--- config.mk ---
export PLATFORM = sky130hd
export DESIGN_NAME = sib_ram
export DESIGN_NICKNAME = d
export VERILOG_FILES = /design/src/hw/rtl/sib_ram.sv
export SDC_FILE = /design/constraint.sdc
export NUM_CORES = 1
export LEC_CHECK = 0
export BUFFER_PORTS_ARGS = -buffer_cell sky130_fd_sc_hd__buf_4
export CAP_MARGIN = 40
export CORE_MARGIN = 2
export CORE_UTILIZATION = 48
export CTS_CLUSTER_SIZE = 8
export DETAILED_ROUTE_END_ITERATION = 10
export PLACE_DENSITY = 0.64
export SYNTH_ARGS = -nofsm -noshare
export SYNTH_HDL_FRONTEND = slang
export SYNTH_SLANG_ARGS = --single-unit
--- constraint.sdc ---
create_clock -name clock -period 2.4 [get_ports clock]
set_clock_uncertainty 0.05 [all_clocks]
set_input_delay 0.48 -clock clock [delete_from_list [all_inputs] [get_ports clock]]
set_output_delay 0.48 -clock clock [all_outputs]
set_load 0.005 [all_outputs]
--- src/hw/rtl/sib_ram.sv ---
`timescale 1ns / 1ps
// ----------------------------------------------------------------------------
// sib_ram
// Generic single-write, single-read RAM with a registered read port.
// ----------------------------------------------------------------------------
module sib_ram #(
   parameter int WIDTH = 8,
   parameter int DEPTH = 16
) (
   input  logic                     clock,
   input  logic                     wr_en,
   input  logic [$clog2(DEPTH)-1:0] wr_addr,
   input  logic [WIDTH-1:0]         wr_data,
   input  logic [$clog2(DEPTH)-1:0] rd_addr,
   output logic [WIDTH-1:0]         rd_data
);
   logic [WIDTH-1:0] mem_ff [DEPTH];

   always_ff @(posedge clock) begin
      if (wr_en) begin
         mem_ff[wr_addr] <= wr_data;
      end
      rd_data <= mem_ff[rd_addr];
   end
endmodule

Word level (Yosys, flattened, before mapping)
Memory sizes are Yosys's and may differ from the RTL's. A register that Yosys moved wholly into a read port is not among the register bits.
Cells that the tools add are included.
- flip-flop bits (word level): 0
- memory bits (writable): 128
- bits of input ports: 18
- output and inout port bits: 8
- word-level logic and storage cells: 3
- memories: 1
- memories (name ; words ; width ; rd ports ; clocked after Yosys merged registers in ; write ports ; RTL line ; text):
    mem_ff ; 16 ; 8 ; 1 ; 1 ; 1 ; 17 ; logic [WIDTH-1:0] mem_ff [DEPTH];
- multiplexer cells: 2
- operator list (operator ; count):
    2-to-1 mux 1 bit ; 2

Longest topological paths before layout
- word-level depth: 2
- depth in mapped cells: 5
- gate-level depth less buffers: 3

Least setup slack after synthesis
Ideal clock, no wire load.
- kind: input to register
- from: input wr_addr[2]
- to: memory mem_ff[0][0], enable pin
- library setup time: 383 ps
- data arrival time: 1590 ps
- data required time: 1967 ps
- slack: 377 ps
- stages: 2
- buffers on the path: 0
- cells stage by stage: or3b_2 nor3_1
- RTL lines (element ; RTL line ; text):
    start, declared ; 12 ; input logic [$clog2(DEPTH)-1:0] wr_addr,
    end, declared ; 17 ;
Straight into the memory's write port.

Worst setup path after layout
- from: register rd_data[0] (read register of mem_ff)
- to: output rd_data[0]
- RTL lines (element ; RTL line ; text):
    start, declared ; 15 ; output logic [WIDTH-1:0] rd_data
No word-level cell between the ends.

==> out/metrics.csv <==
stage;metric;value;unit
worst_hold_path;hp-class;in2reg;
die;std_cell_rows;37;
layout;fin_cells;433;
sta;tightest_slew;449;ps
yosys;async_flop_share;0;
yosys;netlist_top_cells_area;edfxtp_1 (75%), mux4_2 (7.9%), mux4_1 (7.1%);
clock_tree;cts.clk_slew.worst_paths;60;ps
clock_tree;htreeDepth;4;
setup_path;r2r_end;rd_data[4];
clock_tree;holdBufCountCts;0;
die;fp.dieArea;11600;um2
placement;gp_congestion;0.783;
die;die_w;108;um
yosys;yosysTopAreaCell;edfxtp_1;
setup_path;cp.required;1870;ps
routing;drt-initial-drc-count;183;
global_routing;antenna_found_initial;0;
die;start_util;0.496;
clock_tree;cts_buffer_depth;2;
setup_path;crit_family;flip-flops;
yosys;synth_area;5150;um2
sta;tns;0;ps
clock_tree;clk_latency;510;ps
sta;fmax;0.654;GHz
routing;postRouteAntennaNets;0;
layout;layout-drive-gt1-share;0.320;
clock_tree;cts_inserted_buffers;17;
yosys;yosysMostFrequentCell;edfxtp_1;
sta;finalCritPeriodShare;0.637;
routing;vias_per_cell;5.67;
global_routing;grt_pass1_wl;14.8;mm
yosys;syn_inst;229;
global_routing;overflow;0;
yosys;synth_top_area_frac;0.747;
setup_path;r2r_cells;3;
global_routing;grt_pass1_vias;2441;
sta;finalCriticalPeriod;1530;ps
run;max_cap_violations;0;
sta;setup_viol;0;
layout;ff_latch_area;4000;um2
yosys;synth_ff_type;edfxtp_1;
setup_path;crit_path_top_delay_cell;dfxtp_1;
placement;dp_hpwl;6.04;mm
pwr;power.density;873;nW/um2
sta;slew_headroom;0.700;
routing;drc;0;
setup_path;crit_chain;buf_4;
clock_tree;postCtsSetupBuffers;0;
setup_path;crit_type;reg2out;
yosys;syn_avg_cell_area;22.5;um2
worst_hold_path;hold-path-cell-count;1;
placement;placed_cells;401;
pwr;ir_drop;463;uV
global_routing;grt_max_degree;33;
clock_tree;cts_tree;done;
placement;port_buffers;25;
die;die_h;108;um
setup_path;r2r_start;mem_ff[3][4];
die;ios;26;
yosys;ys_top_cells_by_count;edfxtp_1 (128), mux4_2 (18), a22oi_1 (16);
setup_path;startpoint_type;register;
routing;dr.pass1.iters;5;
layout;multiInputGateArea;1060;um2
yosys;synth_seq_cells;136;
status;status;complete, no violations;
yosys;ys_types;19;
layout;syn_to_final_growth;19.6;%
setup_path;critPathArrivalTime;1000;ps
clock_tree;cts_resized;0;
routing;drt_wl_total;9.67;mm
clock_tree;clkSinkCount;136;
pwr;p_leak;2.10;nW
sta;finalMaxSlewViolations;0;
yosys;synth_edf_count;128;
setup_path;cp.depth;1;
setup_path;cp-end-kind;output pin;
worst_hold_path;holdPathEnd;mem_ff[11][2];
yosys;yosys_warnings;0;
layout;nets;302;
routing;wl_per_cell;22.3;um
setup_path;cp_max_fo;1;
routing;vias;2454;
global_routing;gr-usage-all-layers;0.186;
yosys;synth_nets;247;
layout;diodes;0;
layout;fillCellCount;765;
worst_hold_path;holdCritStartpoint;wr_data[2];
setup_path;r2r_setup_slack;970;ps
setup_path;critPathBufInv;1;
clock_tree;cts_root_buf;clkbuf_8;
setup_path;slowest_delay;370;ps
die;core_area;10400;um2
sta;hold_viol_final;0;
yosys;ys_seq_area_frac;0.778;
sta;rsz0062_at_grt;false;
==> power breakdown <==
group	switching (mW)	internal, mW	leakage [nW]
Combinational	0.136	0.123	0.606
Clock	0.961	1.48	0.270
Sequential	0.0150	2.66	1.22
Total	1.11	4.26	2.10
==> layout by cell type, fill, tap and decap left out, types with 2 or more instances in the layout <==
master and count:
edfxtp_1 128, buf_4 45, mux4_2 18, a22oi_1 16, clkbuf_16 16, mux4_1 14
nor2_1 13, nand2_1 9, dfxtp_1 8, nor3_1 4, clkinvlp_4 3, inv_6 3
clkinv_4 3, nand3b_1 2, nand2b_1 2, bufinv_16 2, clkinv_2 2
==> sequential cells by signal (all words and copies together) (netlist names) <==
signal / flops
mem_ff: 128
rd_data: 8
==> worst max path at each step <==
stage                from           end  slack [ps]
2_1_floorplan  wr_addr[2]  mem_ff[0][0]         380
3_3_place_gp   rd_addr[0]    rd_data[1]         430
3_5_place_dp   rd_addr[0]    rd_data[1]         440
4_1_cts        rd_data[0]    rd_data[0]         830
5_1_grt        rd_data[0]    rd_data[0]         830
6_report       rd_data[0]    rd_data[0]         870
==> logic make-up after synthesis <==
kind of cell,count (synthesis),synth area share
flip-flops,136,0.778
AO/OA/AOI/OAI,16,0.0233
buffers and inverters,10,0.0168
AND/OR/NAND/NOR,35,0.0318
multiplexers,32,0.150
==> metal layers <==
layer  global-route usage  vias up  routed length (um)
met5                    0        -                   0
met4               0.0852        0                 183
met1                0.263     1272                4380
met3               0.0460       14                 491
met2                0.277       85                4610
li1                     -     1083                   -
==> metrics by stage <==
step | util | setup WS [ps] | power, mW | hold slack, ps | cell area, um2
floorplan | - | 377 | 2.85 | 529 | 5150
finish | 0.594 | 870 | 5.37 | 229 | 6160
global route | 0.594 | 833 | 5.54 | 228 | 6160
detailed placement | 0.539 | 442 | 2.98 | 616 | 5590
global placement | 0.539 | 433 | 2.98 | 605 | 5590
CTS | 0.594 | 829 | 5.42 | 217 | 6160
==> final cells by class <==
class                      count  share of cell area
tap                          136              0.0276
timing repair buffer          46              0.0581
clock inverter                14              0.0242
sequential                   136               0.650
multi-input combinational     83               0.172
clock buffer                  18              0.0679
(Power assumes the default switching activity.)
